### src/rtl/assert_macros.svh
// assertion macros shared by the tile decomposer rtl
// expects clk and rst_n in the scope of each use
`ifndef ASSERT_MACROS_SVH
`define ASSERT_MACROS_SVH

// same-cycle implication
`define GTD_ASSERT(lbl, ante, cons) \
    lbl: assert property (@(posedge clk) disable iff (!rst_n) (ante) |-> (cons)) \
        else $error("gtd assertion failed");

// next-cycle implication
`define GTD_ASSERT_NEXT(lbl, ante, cons) \
    lbl: assert property (@(posedge clk) disable iff (!rst_n) (ante) |=> (cons)) \
        else $error("gtd assertion failed");

`endif

### src/rtl/gtd_pkg.sv
// shared widths, register indexes, reset values and types of the tile decomposer
// no dependencies
package gtd_pkg;

    localparam int GRID_W    = 13;
    localparam int PARTS_W   = 11;
    localparam int INDEX_W   = 10;
    localparam int COORD_W   = 12;
    localparam int MASK_W    = 8;
    localparam int CFG_IDX_W = 2;
    localparam int CFG_DAT_W = 13;
    localparam int DIV_W     = GRID_W;
    localparam int MUL_A_W   = GRID_W + PARTS_W;
    localparam int MUL_B_W   = PARTS_W;
    localparam int PROD_W    = MUL_A_W + MUL_B_W;

    localparam int MAX_GRID_DEF  = 4096;
    localparam int MAX_PARTS_DEF = 1024;

    localparam int RST_GRID_WIDTH  = 64;
    localparam int RST_GRID_HEIGHT = 64;
    localparam int RST_PART_COUNT  = 1;

    localparam logic [CFG_IDX_W-1:0] CFG_GRID_WIDTH  = 2'd0;
    localparam logic [CFG_IDX_W-1:0] CFG_GRID_HEIGHT = 2'd1;
    localparam logic [CFG_IDX_W-1:0] CFG_PART_COUNT  = 2'd2;

    typedef struct packed {
        logic             start;
        logic [DIV_W-1:0] dividend;
        logic [DIV_W-1:0] divisor;
    } div_req_t;

    typedef struct packed {
        logic             done;
        logic [DIV_W-1:0] quot;
        logic [DIV_W-1:0] rem;
    } div_rsp_t;

    typedef struct packed {
        logic [PARTS_W-1:0] columns;
        logic [PARTS_W-1:0] rows;
        logic [COORD_W-1:0] first_col;
        logic [COORD_W-1:0] last_col;
        logic [COORD_W-1:0] first_row;
        logic [COORD_W-1:0] last_row;
        logic [MASK_W-1:0]  neighbour_mask;
        logic [GRID_W-1:0]  halo_width;
        logic [GRID_W-1:0]  halo_height;
        logic               bad_index;
    } gtd_result_t;

endpackage

### src/rtl/gtd_div.sv
// shared restoring divider, one quotient bit per cycle
// depends on gtd_pkg and assert_macros.svh
`include "assert_macros.svh"

module gtd_div (
    input  logic              clk,
    input  logic              rst_n,
    input  gtd_pkg::div_req_t req,
    output gtd_pkg::div_rsp_t rsp
);

    localparam int W     = gtd_pkg::DIV_W;
    localparam int CNT_W = $clog2(W + 1);

    logic             active_reg;
    logic             done_reg;
    logic [CNT_W-1:0] cnt_reg;
    logic [W-1:0]     quot_reg;
    logic [W-1:0]     rem_reg;
    logic [W-1:0]     dvs_reg;

    logic [W:0] shifted;
    logic [W:0] diff;
    logic       ge;

    assign shifted = {rem_reg, quot_reg[W-1]};
    assign ge      = shifted >= {1'b0, dvs_reg};
    assign diff    = shifted - {1'b0, dvs_reg};

    always_ff @(posedge clk or negedge rst_n)
    begin
        if (!rst_n)
        begin
            active_reg <= 1'b0;
            done_reg   <= 1'b0;
            cnt_reg    <= '0;
        end
        else
        begin
            done_reg <= active_reg && (cnt_reg == CNT_W'(1));
            if (req.start)
            begin
                active_reg <= 1'b1;
                cnt_reg    <= CNT_W'(W);
            end
            else if (active_reg)
            begin
                cnt_reg <= cnt_reg - CNT_W'(1);
                if (cnt_reg == CNT_W'(1))
                begin
                    active_reg <= 1'b0;
                end
            end
        end
    end

    always_ff @(posedge clk)
    begin
        if (req.start)
        begin
            quot_reg <= req.dividend;
            rem_reg  <= '0;
            dvs_reg  <= req.divisor;
        end
        else if (active_reg)
        begin
            quot_reg <= {quot_reg[W-2:0], ge};
            rem_reg  <= ge ? diff[W-1:0] : shifted[W-1:0];
        end
    end

    assign rsp.done = done_reg;
    assign rsp.quot = quot_reg;
    assign rsp.rem  = rem_reg;

    `GTD_ASSERT(a_div_nonzero, req.start, req.divisor != '0)
    `GTD_ASSERT(a_div_no_restart, req.start, !active_reg)

endmodule

### src/rtl/gtd_seq.sv
// sequencer: divisor walk for the split, then tile bounds, mask and halo sizes
// depends on gtd_pkg, gtd_div and assert_macros.svh
`include "assert_macros.svh"

module gtd_seq (
    input  logic                         clk,
    input  logic                         rst_n,
    input  logic                         start,
    input  logic [gtd_pkg::INDEX_W-1:0]  part_index,
    input  logic [gtd_pkg::GRID_W-1:0]   w,
    input  logic [gtd_pkg::GRID_W-1:0]   h,
    input  logic [gtd_pkg::PARTS_W-1:0]  p,
    output logic                         busy,
    output logic                         done,
    output gtd_pkg::gtd_result_t         result
);

    localparam int GW = gtd_pkg::GRID_W;
    localparam int PW = gtd_pkg::PARTS_W;
    localparam int AW = gtd_pkg::MUL_A_W;
    localparam int BW = gtd_pkg::MUL_B_W;
    localparam int RW = gtd_pkg::PROD_W;
    localparam int DW = gtd_pkg::DIV_W;
    localparam int CW = gtd_pkg::COORD_W;
    localparam int IW = PW + 1;

    typedef enum logic [19:0] {
        S_IDLE   = 20'h00001,
        S_SPLIT  = 20'h00002,
        S_M_INIT = 20'h00004,
        S_D_INIT = 20'h00008,
        S_LOOP   = 20'h00010,
        S_DIV_P  = 20'h00020,
        S_M_WN   = 20'h00040,
        S_M_HI   = 20'h00080,
        S_M_D    = 20'h00100,
        S_M_DBR  = 20'h00200,
        S_M_BDN  = 20'h00400,
        S_M_CMP  = 20'h00800,
        S_TILE   = 20'h01000,
        S_DIV_X  = 20'h02000,
        S_DIV_W  = 20'h04000,
        S_DIV_H  = 20'h08000,
        S_M_X    = 20'h10000,
        S_M_Y    = 20'h20000,
        S_Y_CAP  = 20'h40000,
        S_FINISH = 20'h80000
    } state_t;

    state_t state_reg, state_next;
    logic   done_reg, done_next;

    logic [gtd_pkg::INDEX_W-1:0] idx_reg, idx_next;
    logic [IW-1:0]  i_reg, i_next;
    logic [PW-1:0]  bc_reg, bc_next;
    logic [PW-1:0]  br_reg, br_next;
    logic [PW-1:0]  nr_reg, nr_next;
    logic [AW-1:0]  bd_reg, bd_next;
    logic [AW-1:0]  d_reg, d_next;
    logic [RW-1:0]  t_reg, t_next;
    logic [RW-1:0]  prod_reg, prod_next;
    logic [PW-1:0]  cx_reg, cx_next;
    logic [PW-1:0]  cy_reg, cy_next;
    logic [GW-1:0]  cw_reg, cw_next;
    logic [GW-1:0]  ch_reg, ch_next;
    logic           wr_nz_reg, wr_nz_next;
    logic           hr_nz_reg, hr_nz_next;
    logic [GW-1:0]  x0_reg, x0_next;
    logic [GW-1:0]  y0_reg, y0_next;
    logic           bad_reg, bad_next;
    gtd_pkg::gtd_result_t result_reg, result_next;

    logic [AW-1:0] mul_a;
    logic [BW-1:0] mul_b;

    gtd_pkg::div_req_t div_req;
    gtd_pkg::div_rsp_t div_rsp;

    logic          last_cx;
    logic          last_cy;
    logic [GW-1:0] sx;
    logic [GW-1:0] sy;
    logic [gtd_pkg::MASK_W-1:0] mask;

    gtd_div u_div (
        .clk   (clk),
        .rst_n (rst_n),
        .req   (div_req),
        .rsp   (div_rsp)
    );

    // tile geometry from the captured quotients and products
    always_comb
    begin
        last_cx = cx_reg == (bc_reg - PW'(1));
        last_cy = cy_reg == (br_reg - PW'(1));
        sx      = (wr_nz_reg && last_cx) ? (w - x0_reg) : cw_reg;
        sy      = (hr_nz_reg && last_cy) ? (h - y0_reg) : ch_reg;
        mask[0] = cx_reg != '0;
        mask[1] = !last_cx;
        mask[2] = cy_reg != '0;
        mask[3] = !last_cy;
        mask[4] = mask[0] && mask[2];
        mask[5] = mask[1] && mask[2];
        mask[6] = mask[0] && mask[3];
        mask[7] = mask[1] && mask[3];
    end

    always_comb
    begin
        state_next  = state_reg;
        done_next   = 1'b0;
        idx_next    = idx_reg;
        i_next      = i_reg;
        bc_next     = bc_reg;
        br_next     = br_reg;
        nr_next     = nr_reg;
        bd_next     = bd_reg;
        d_next      = d_reg;
        t_next      = t_reg;
        cx_next     = cx_reg;
        cy_next     = cy_reg;
        cw_next     = cw_reg;
        ch_next     = ch_reg;
        wr_nz_next  = wr_nz_reg;
        hr_nz_next  = hr_nz_reg;
        x0_next     = x0_reg;
        y0_next     = y0_reg;
        bad_next    = bad_reg;
        result_next = result_reg;
        mul_a       = '0;
        mul_b       = '0;
        div_req     = '0;

        unique case (state_reg)
            S_IDLE:
            begin
                if (start)
                begin
                    idx_next   = part_index;
                    state_next = S_SPLIT;
                end
            end
            S_SPLIT:
            begin
                bc_next = PW'(1);
                i_next  = IW'(2);
                if (p == '0 || h == '0)
                begin
                    br_next    = (p == '0) ? PW'(1) : p;
                    state_next = S_TILE;
                end
                else
                begin
                    br_next    = p;
                    state_next = S_M_INIT;
                end
            end
            S_M_INIT:
            begin
                mul_a      = AW'(w);
                mul_b      = p;
                state_next = S_D_INIT;
            end
            S_D_INIT:
            begin
                // distance of the one-column split
                bd_next    = (prod_reg[AW-1:0] > AW'(h)) ? (prod_reg[AW-1:0] - AW'(h))
                                                         : (AW'(h) - prod_reg[AW-1:0]);
                state_next = S_LOOP;
            end
            S_LOOP:
            begin
                if (i_reg > IW'(p))
                begin
                    state_next = S_TILE;
                end
                else
                begin
                    div_req.start    = 1'b1;
                    div_req.dividend = DW'(p);
                    div_req.divisor  = DW'(i_reg);
                    state_next       = S_DIV_P;
                end
            end
            S_DIV_P:
            begin
                if (div_rsp.done)
                begin
                    if (div_rsp.rem != '0)
                    begin
                        i_next     = i_reg + IW'(1);
                        state_next = S_LOOP;
                    end
                    else
                    begin
                        nr_next    = div_rsp.quot[PW-1:0];
                        state_next = S_M_WN;
                    end
                end
            end
            S_M_WN:
            begin
                mul_a      = AW'(w);
                mul_b      = nr_reg;
                state_next = S_M_HI;
            end
            S_M_HI:
            begin
                mul_a      = AW'(h);
                mul_b      = i_reg[PW-1:0];
                t_next     = prod_reg;
                state_next = S_M_D;
            end
            S_M_D:
            begin
                d_next     = (t_reg[AW-1:0] > prod_reg[AW-1:0])
                           ? (t_reg[AW-1:0] - prod_reg[AW-1:0])
                           : (prod_reg[AW-1:0] - t_reg[AW-1:0]);
                state_next = S_M_DBR;
            end
            S_M_DBR:
            begin
                mul_a      = d_reg;
                mul_b      = br_reg;
                state_next = S_M_BDN;
            end
            S_M_BDN:
            begin
                mul_a      = bd_reg;
                mul_b      = nr_reg;
                t_next     = prod_reg;
                state_next = S_M_CMP;
            end
            S_M_CMP:
            begin
                // strict improvement keeps walking, a tie or worse ends the walk
                if (t_reg < prod_reg)
                begin
                    bd_next    = d_reg;
                    bc_next    = i_reg[PW-1:0];
                    br_next    = nr_reg;
                    i_next     = i_reg + IW'(1);
                    state_next = S_LOOP;
                end
                else
                begin
                    state_next = S_TILE;
                end
            end
            S_TILE:
            begin
                if (PW'(idx_reg) >= p)
                begin
                    bad_next   = 1'b1;
                    state_next = S_FINISH;
                end
                else
                begin
                    bad_next         = 1'b0;
                    div_req.start    = 1'b1;
                    div_req.dividend = DW'(idx_reg);
                    div_req.divisor  = DW'(bc_reg);
                    state_next       = S_DIV_X;
                end
            end
            S_DIV_X:
            begin
                if (div_rsp.done)
                begin
                    cx_next          = div_rsp.rem[PW-1:0];
                    cy_next          = div_rsp.quot[PW-1:0];
                    div_req.start    = 1'b1;
                    div_req.dividend = w;
                    div_req.divisor  = DW'(bc_reg);
                    state_next       = S_DIV_W;
                end
            end
            S_DIV_W:
            begin
                if (div_rsp.done)
                begin
                    cw_next          = div_rsp.quot;
                    wr_nz_next       = div_rsp.rem != '0;
                    div_req.start    = 1'b1;
                    div_req.dividend = h;
                    div_req.divisor  = DW'(br_reg);
                    state_next       = S_DIV_H;
                end
            end
            S_DIV_H:
            begin
                if (div_rsp.done)
                begin
                    ch_next    = div_rsp.quot;
                    hr_nz_next = div_rsp.rem != '0;
                    state_next = S_M_X;
                end
            end
            S_M_X:
            begin
                mul_a      = AW'(cw_reg);
                mul_b      = cx_reg;
                state_next = S_M_Y;
            end
            S_M_Y:
            begin
                mul_a      = AW'(ch_reg);
                mul_b      = cy_reg;
                x0_next    = prod_reg[GW-1:0];
                state_next = S_Y_CAP;
            end
            S_Y_CAP:
            begin
                y0_next    = prod_reg[GW-1:0];
                state_next = S_FINISH;
            end
            S_FINISH:
            begin
                result_next.columns   = bc_reg;
                result_next.rows      = br_reg;
                result_next.bad_index = bad_reg;
                if (bad_reg)
                begin
                    result_next.first_col      = '0;
                    result_next.last_col       = '0;
                    result_next.first_row      = '0;
                    result_next.last_row       = '0;
                    result_next.neighbour_mask = '0;
                    result_next.halo_width     = '0;
                    result_next.halo_height    = '0;
                end
                else
                begin
                    result_next.first_col      = x0_reg[CW-1:0];
                    result_next.last_col       = CW'(x0_reg + sx - GW'(1));
                    result_next.first_row      = y0_reg[CW-1:0];
                    result_next.last_row       = CW'(y0_reg + sy - GW'(1));
                    result_next.neighbour_mask = mask;
                    result_next.halo_width     = sx + GW'(mask[0]) + GW'(mask[1]);
                    result_next.halo_height    = sy + GW'(mask[2]) + GW'(mask[3]);
                end
                done_next  = 1'b1;
                state_next = S_IDLE;
            end
            default:
            begin
                state_next = S_IDLE;
            end
        endcase
    end

    // one shared multiplier, product registered
    assign prod_next = RW'(mul_a) * RW'(mul_b);

    always_ff @(posedge clk or negedge rst_n)
    begin
        if (!rst_n)
        begin
            state_reg <= S_IDLE;
            done_reg  <= 1'b0;
        end
        else
        begin
            state_reg <= state_next;
            done_reg  <= done_next;
        end
    end

    always_ff @(posedge clk)
    begin
        idx_reg    <= idx_next;
        i_reg      <= i_next;
        bc_reg     <= bc_next;
        br_reg     <= br_next;
        nr_reg     <= nr_next;
        bd_reg     <= bd_next;
        d_reg      <= d_next;
        t_reg      <= t_next;
        prod_reg   <= prod_next;
        cx_reg     <= cx_next;
        cy_reg     <= cy_next;
        cw_reg     <= cw_next;
        ch_reg     <= ch_next;
        wr_nz_reg  <= wr_nz_next;
        hr_nz_reg  <= hr_nz_next;
        x0_reg     <= x0_next;
        y0_reg     <= y0_next;
        bad_reg    <= bad_next;
        result_reg <= result_next;
    end

    assign busy   = state_reg != S_IDLE;
    assign done   = done_reg;
    assign result = result_reg;

    `GTD_ASSERT_NEXT(a_accept_busy, start && !busy, busy)
    `GTD_ASSERT_NEXT(a_done_single, done, !done)

endmodule

### src/rtl/grid_tile_decomposer.sv
// top level: configuration registers with saturation, sequencer and result ports
// depends on gtd_pkg and gtd_seq
//
//  channel   handshake           payload
//  config    cfg_write           cfg_index, cfg_data
//  request   start, busy         part_index
//  result    done (strobe)       columns .. bad_index
//
// a request is taken when start is high and busy is low; busy stays high until
// the result strobe; the divisor walk runs through one shared divider, one division
// per candidate divisor, plus three divisions and two products for the tile
// reset is asynchronous and loads 64 x 64 points, one part
// the result is shown for one cycle with done and cannot be held off

module grid_tile_decomposer #(
    parameter int MAX_GRID  = gtd_pkg::MAX_GRID_DEF,
    parameter int MAX_PARTS = gtd_pkg::MAX_PARTS_DEF
) (
    input  logic                           clk,
    input  logic                           rst_n,
    input  logic                           cfg_write,
    input  logic [gtd_pkg::CFG_IDX_W-1:0]  cfg_index,
    input  logic [gtd_pkg::CFG_DAT_W-1:0]  cfg_data,
    input  logic                           start,
    input  logic [gtd_pkg::INDEX_W-1:0]    part_index,
    output logic                           busy,
    output logic                           done,
    output logic [gtd_pkg::PARTS_W-1:0]    columns,
    output logic [gtd_pkg::PARTS_W-1:0]    rows,
    output logic [gtd_pkg::COORD_W-1:0]    first_col,
    output logic [gtd_pkg::COORD_W-1:0]    last_col,
    output logic [gtd_pkg::COORD_W-1:0]    first_row,
    output logic [gtd_pkg::COORD_W-1:0]    last_row,
    output logic [gtd_pkg::MASK_W-1:0]     neighbour_mask,
    output logic [gtd_pkg::GRID_W-1:0]     halo_width,
    output logic [gtd_pkg::GRID_W-1:0]     halo_height,
    output logic                           bad_index
);

    localparam int GW = gtd_pkg::GRID_W;
    localparam int PW = gtd_pkg::PARTS_W;

    logic [GW-1:0] grid_width_reg;
    logic [GW-1:0] grid_height_reg;
    logic [PW-1:0] part_count_reg;

    logic [GW-1:0] w_sat;
    logic [GW-1:0] h_sat;
    logic [PW-1:0] p_sat;

    gtd_pkg::gtd_result_t result;

    always_ff @(posedge clk or negedge rst_n)
    begin
        if (!rst_n)
        begin
            grid_width_reg  <= GW'(gtd_pkg::RST_GRID_WIDTH);
            grid_height_reg <= GW'(gtd_pkg::RST_GRID_HEIGHT);
            part_count_reg  <= PW'(gtd_pkg::RST_PART_COUNT);
        end
        else if (cfg_write)
        begin
            unique case (cfg_index)
                gtd_pkg::CFG_GRID_WIDTH:  grid_width_reg  <= cfg_data[GW-1:0];
                gtd_pkg::CFG_GRID_HEIGHT: grid_height_reg <= cfg_data[GW-1:0];
                gtd_pkg::CFG_PART_COUNT:  part_count_reg  <= cfg_data[PW-1:0];
                default:
                begin
                end
            endcase
        end
    end

    // clamp to the supported grid and part limits
    assign w_sat = (int'(grid_width_reg) > MAX_GRID) ? GW'(MAX_GRID) : grid_width_reg;
    assign h_sat = (int'(grid_height_reg) > MAX_GRID) ? GW'(MAX_GRID) : grid_height_reg;
    assign p_sat = (int'(part_count_reg) > MAX_PARTS) ? PW'(MAX_PARTS) : part_count_reg;

    gtd_seq u_seq (
        .clk        (clk),
        .rst_n      (rst_n),
        .start      (start),
        .part_index (part_index),
        .w          (w_sat),
        .h          (h_sat),
        .p          (p_sat),
        .busy       (busy),
        .done       (done),
        .result     (result)
    );

    assign columns        = result.columns;
    assign rows           = result.rows;
    assign first_col      = result.first_col;
    assign last_col       = result.last_col;
    assign first_row      = result.first_row;
    assign last_row       = result.last_row;
    assign neighbour_mask = result.neighbour_mask;
    assign halo_width     = result.halo_width;
    assign halo_height    = result.halo_height;
    assign bad_index      = result.bad_index;

endmodule

### config.mk
export PLATFORM = sky130hd
export DESIGN_NAME = grid_tile_decomposer
export DESIGN_NICKNAME = d
export VERILOG_FILES = /design/src/rtl/gtd_pkg.sv /design/src/rtl/gtd_div.sv /design/src/rtl/gtd_seq.sv /design/src/rtl/grid_tile_decomposer.sv
export VERILOG_INCLUDE_DIRS = /design/src /design/src/rtl
export SDC_FILE = /design/constraint.sdc
export NUM_CORES = 2
export LEC_CHECK = 0
export BUFFER_PORTS_ARGS = -buffer_cell sky130_fd_sc_hd__buf_2
export CAP_MARGIN = 10
export CORE_MARGIN = 5
export CORE_UTILIZATION = 58
export DETAILED_ROUTE_END_ITERATION = 8
export PLACE_DENSITY = 0.77
export SLEW_MARGIN = 20
export SYNTH_ARGS = -nofsm -noshare
export SYNTH_HDL_FRONTEND = slang
export SYNTH_SLANG_ARGS = --single-unit
### constraint.sdc
create_clock -name clk -period 7.8 [get_ports clk]
set_clock_uncertainty 0.2 [all_clocks]
set_input_delay 0.39 -clock clk [delete_from_list [all_inputs] [get_ports clk]]
set_output_delay 0.39 -clock clk [all_outputs]
set_load 0.01 [all_outputs]
==> summary.md <==
| Metric | Value |
|---|---|
| Yosys synthesis warning count | `0` |
| Peak VDD IR | `0.192 mV` |
| Delay-heaviest family, CP | `adder cells` |
| Tot GR Track Use | `around a third` |
| Row Count | `90` |
| Layout fillers | `4808` |
| Initial Util | `58.3%` |
| FF+latch count, synth | `457` |
| Least-Margin Pin Slew | `1.06 ns` |
| Fmax | `roughly 130 MHz` |
| Synth cell types | `between 90 and 100` |
| Sequential share of power | `about 43%` |
| Commonest non-fill, non-tap cell in the layout | `inv_1` |
| Slew HR | `29.5%` |
| Number of cells after detailed placement | `4496` |
| Slew Viols, Final | `0` |
| Hold depth | `3` |
| Endpoint class of the critical path | `flip-flop` |
| Critical Path Fanout Max | `13` |
| Clock Path Buffers | `3` |
| Final HPWL DP | `84000 um` |
| Fin crit period | `7.70 ns` |
| Reg clk slew, reported paths | `about 0.060 ns` |
| PortBufs | `about 140` |
| Cell area power density | `~180 mW/mm2` |
| Worst path arrival time | `8.03 ns` |
| Post-route DRC | `1` |
| Fin cells | `4625` |
| Final wirelength | `107000 um` |
| Antenna violations before repair | `4` |
| Post-synthesis async set-or-reset flop share | `roughly 14%` |
| Unrepaired setup endpoints after global routing | `true` |
| Seq/Total Area, Yosys | `36.9%` |
| Die X | `about 260 um` |
| Int Pwr | `4.84 mW` |
| Switching part of the total power | `30.9%` |
| Via density | `6.22` |
| Total Die Area | `0.0654 mm2` |
| Clock buffer count from CTS | `slightly below 50` |
| GRT overflow | `0` |
| Worst hold margin | `roughly 0.11 ns` |
| CTS H-tree lvls | `2` |
| Synth Cell Area | `0.0350 mm2` |
| Critical path class | `flip-flop to flip-flop` |
| NumNets Final | `4301` |
| Syn avg cell area | `9.78 um2` |
| Final ANT Viol Nets | `0` |
| Die Y | `between 200 and 300 um` |
| Largest register FFs | `105` |
| DRT iter0 DRCs | `approximately 3.4k` |
| Failing checks | `DRC` |
| Max stage delay cell, worst path | `fa_1` |
| Hold Fails Final Rpt | `0` |
| Logic pwr share | `21.7%` |
| Final period util | `98.8%` |
| CTS tree | `built` |
| Post-synth EDFFs | `roughly 350` |
| Clock Sinks | `457` |
| Max-cap violations | `0` |
| Post-synthesis instance total | `roughly 3.6k` |
| Pleak | `16.9 nW` |
| Core ar. | `0.0600 mm2` |
| Area Overhead vs Synth | `13.1%` |
| Psw | `2.16 mW` |
| Status | `finished with violations` |
| Most frequent CP cell | `fa_1` |
| Main synth FF type | `edfxtp_1` |
| Buf+Inv Stages, Crit Path | `7` |
| Critical Path RT | `8.12 ns` |
| First-pass GRT wire length | `roughly 170000 um` |
| Most frequent cells in the layout | `451 x inv_1, 346 x nand2_1, 345 x edfxtp_1` |
| Clock root buffer master | `clkbuf_16` |
| Critical path depth in cells | `30` |
| Largest net degree at the start of global routing | `86` |
| Gpl congestion | `around 1` |
| Number of global-route vias before repair | `27.9k` |
| Final setup viols | `0` |
| Area of the multi-input gates | `0.0201 mm2` |
| First-pass iteration count of the detailed router | `9` |
| I/O pins | `between 100 and 150` |
| Register area | `around 0.013 mm2` |
| Post-Synthesis Net Count | `slightly above 4k` |
| Clk_lat worst skew | `0.62 ns` |
| Cells on worst reg2reg path | `30` |
| Hold Path Class | `input pin to flip-flop` |
| Wire length per cell | `23.2 um` |
| Vias | `~29k` |
| CP Launch Type | `flip-flop` |
| Critical Path Max Stage Delay | `0.58 ns` |
| Clock Power Share | `35.9%` |
| Share of cells above drive strength 1 | `13.0%` |
==> worst register-to-register path, delay by kind of cell (launching register included) <==
family	cells	cell delay, ns
adders and majority gates	6	2.81
and+or+nand+nor	9	2.04
AOI/OAI and AO/OA	7	1.30
buffers and inverters	7	0.71
DFF	1	0.41
xor gates and xnor gates	1	0.13
==> synth_stat cells, types with 18 or more instances <==
cell | number | area [um2]
xnor2_1 | 102 | 893
a21oi_1 | 158 | 791
nand4_1 | 51 | 319
inv_1 | 451 | 1690
clkbuf_1 | 108 | 405
ha_1 | 263 | 3290
and3_1 | 22 | 138
mux2i_1 | 39 | 390
nor4_1 | 30 | 188
a211oi_1 | 34 | 255
mux2_2 | 45 | 507
nor3_1 | 68 | 340
nor2_1 | 340 | 1280
nand3_1 | 48 | 240
edfxtp_1 | 345 | 10400
o21a_1 | 27 | 203
nor2b_1 | 60 | 375
xor2_1 | 57 | 499
and2_1 | 30 | 188
or3_1 | 18 | 113
fa_1 | 208 | 4160
a31oi_1 | 26 | 163
a22oi_1 | 43 | 323
nand2b_1 | 30 | 188
nand2_1 | 349 | 1310
dfxtp_1 | 48 | 961
a21o_1 | 66 | 495
dfrtp_1 | 60 | 1500
and4_1 | 21 | 184
a222oi_1 | 29 | 290
o21ai_0 | 142 | 711
==> metal layers <==
| metal | up-vias | part of all wire, % | GRT usage (%) |
|---|---|---|---|
| met1 | 13900 | 40 | 45.9 |
| met3 | 274 | 12 | 7.88 |
| met5 | - | 0.025 | 0 |
| met2 | 1640 | 44 | 49.3 |
| met4 | 4 | 3.7 | 9.87 |
| li1 | 12900 | - | - |
==> metrics by stage <==
| stage | area, um2 | TNS [ns] | setup WS, ns | util [%] | total power, mW |
|---|---|---|---|---|---|
| 4_1_cts | 39300 | -0.0272 | -0.0272 | 65.5 | 6.96 |
| 6_report | 39600 | 0 | 0.0959 | 65.9 | 7.00 |
| 3_5_place_dp | 37300 | -0.194 | -0.134 | 62.2 | 4.46 |
| 2_1_floorplan | 35000 | 0 | 0.150 | - | 3.94 |
| 5_1_grt | 39600 | -0.272 | -0.0606 | 65.9 | 7.27 |
| 3_3_place_gp | 37300 | -0.0357 | -0.0357 | 62.2 | 4.42 |
==> power groups by stage <==
stage                     combinational [mW]  clock [mW]  sequential [mW]
after floorplan                         1.01           0             2.92
after global routing                    1.65        2.64             2.98
final                                   1.52        2.51             2.98
after CTS                               1.46        2.53             2.96
after detailed placement                1.45           0             3.01
after global placement                  1.41           0             3.01
==> final cells by class <==
type / instances / share of cell area, %
clock inverters: 35 / 1.07
well taps: 782 / 2.47
diodes: 2 / 0.0126
inverters: 451 / 4.28
repair buffers: 301 / 5.44
clock buffers: 56 / 3.24
multi-input cells: 2541 / 50.8
flip-flops and latches: 457 / 32.7
==> path summary, 6_finish.rpt <==
check                                               startpoint                         endpoint  slack, ns
worst min register to register      u_seq.prod_reg[28]$_DFF_P_        u_seq.t_reg[28]$_DFFE_PP_       0.23
min in group asynchronous                                rst_n  grid_height_reg[11]$_DFFE_PN0P_       0.30
worst max register to register  u_seq.state_reg[4]$_DFFE_PN0P_       u_seq.prod_reg[27]$_DFF_P_        0.1
worst min-delay path                              cfg_index[1]    grid_width_reg[4]$_DFFE_PN0P_       0.11
worst max-delay path            u_seq.state_reg[4]$_DFFE_PN0P_       u_seq.prod_reg[27]$_DFF_P_        0.1
max in group asynchronous                                rst_n  u_seq.state_reg[16]$_DFFE_PN0P_       6.52
==> logic make-up (layout without fill, tap and decap cells) <==
group                    after synthesis  after routing  share of synthesized area [%]
multiplexers                          88             88                           2.72
adder cells (fa/ha/maj)              471            471                           21.3
buffers and inverters                582            843                           6.33
AND/OR/NAND/NOR                     1145           1145                           15.8
AO/OA/AOI/OAI                        676            676                           12.9
other                                  1              3                         0.0107
flip-flops                           457            457                           36.9
XOR/XNOR                             160            160                           4.04
==> timing repair <==
item,in CTS,in global routing
setup buffers,1,10
pin swaps,2,13
gates resized for setup,2,39
endpoints found under the hold margin,108,0
endpoints found under the setup margin,3,14
hold buffers,25,0
(Power assumes the default switching activity.)
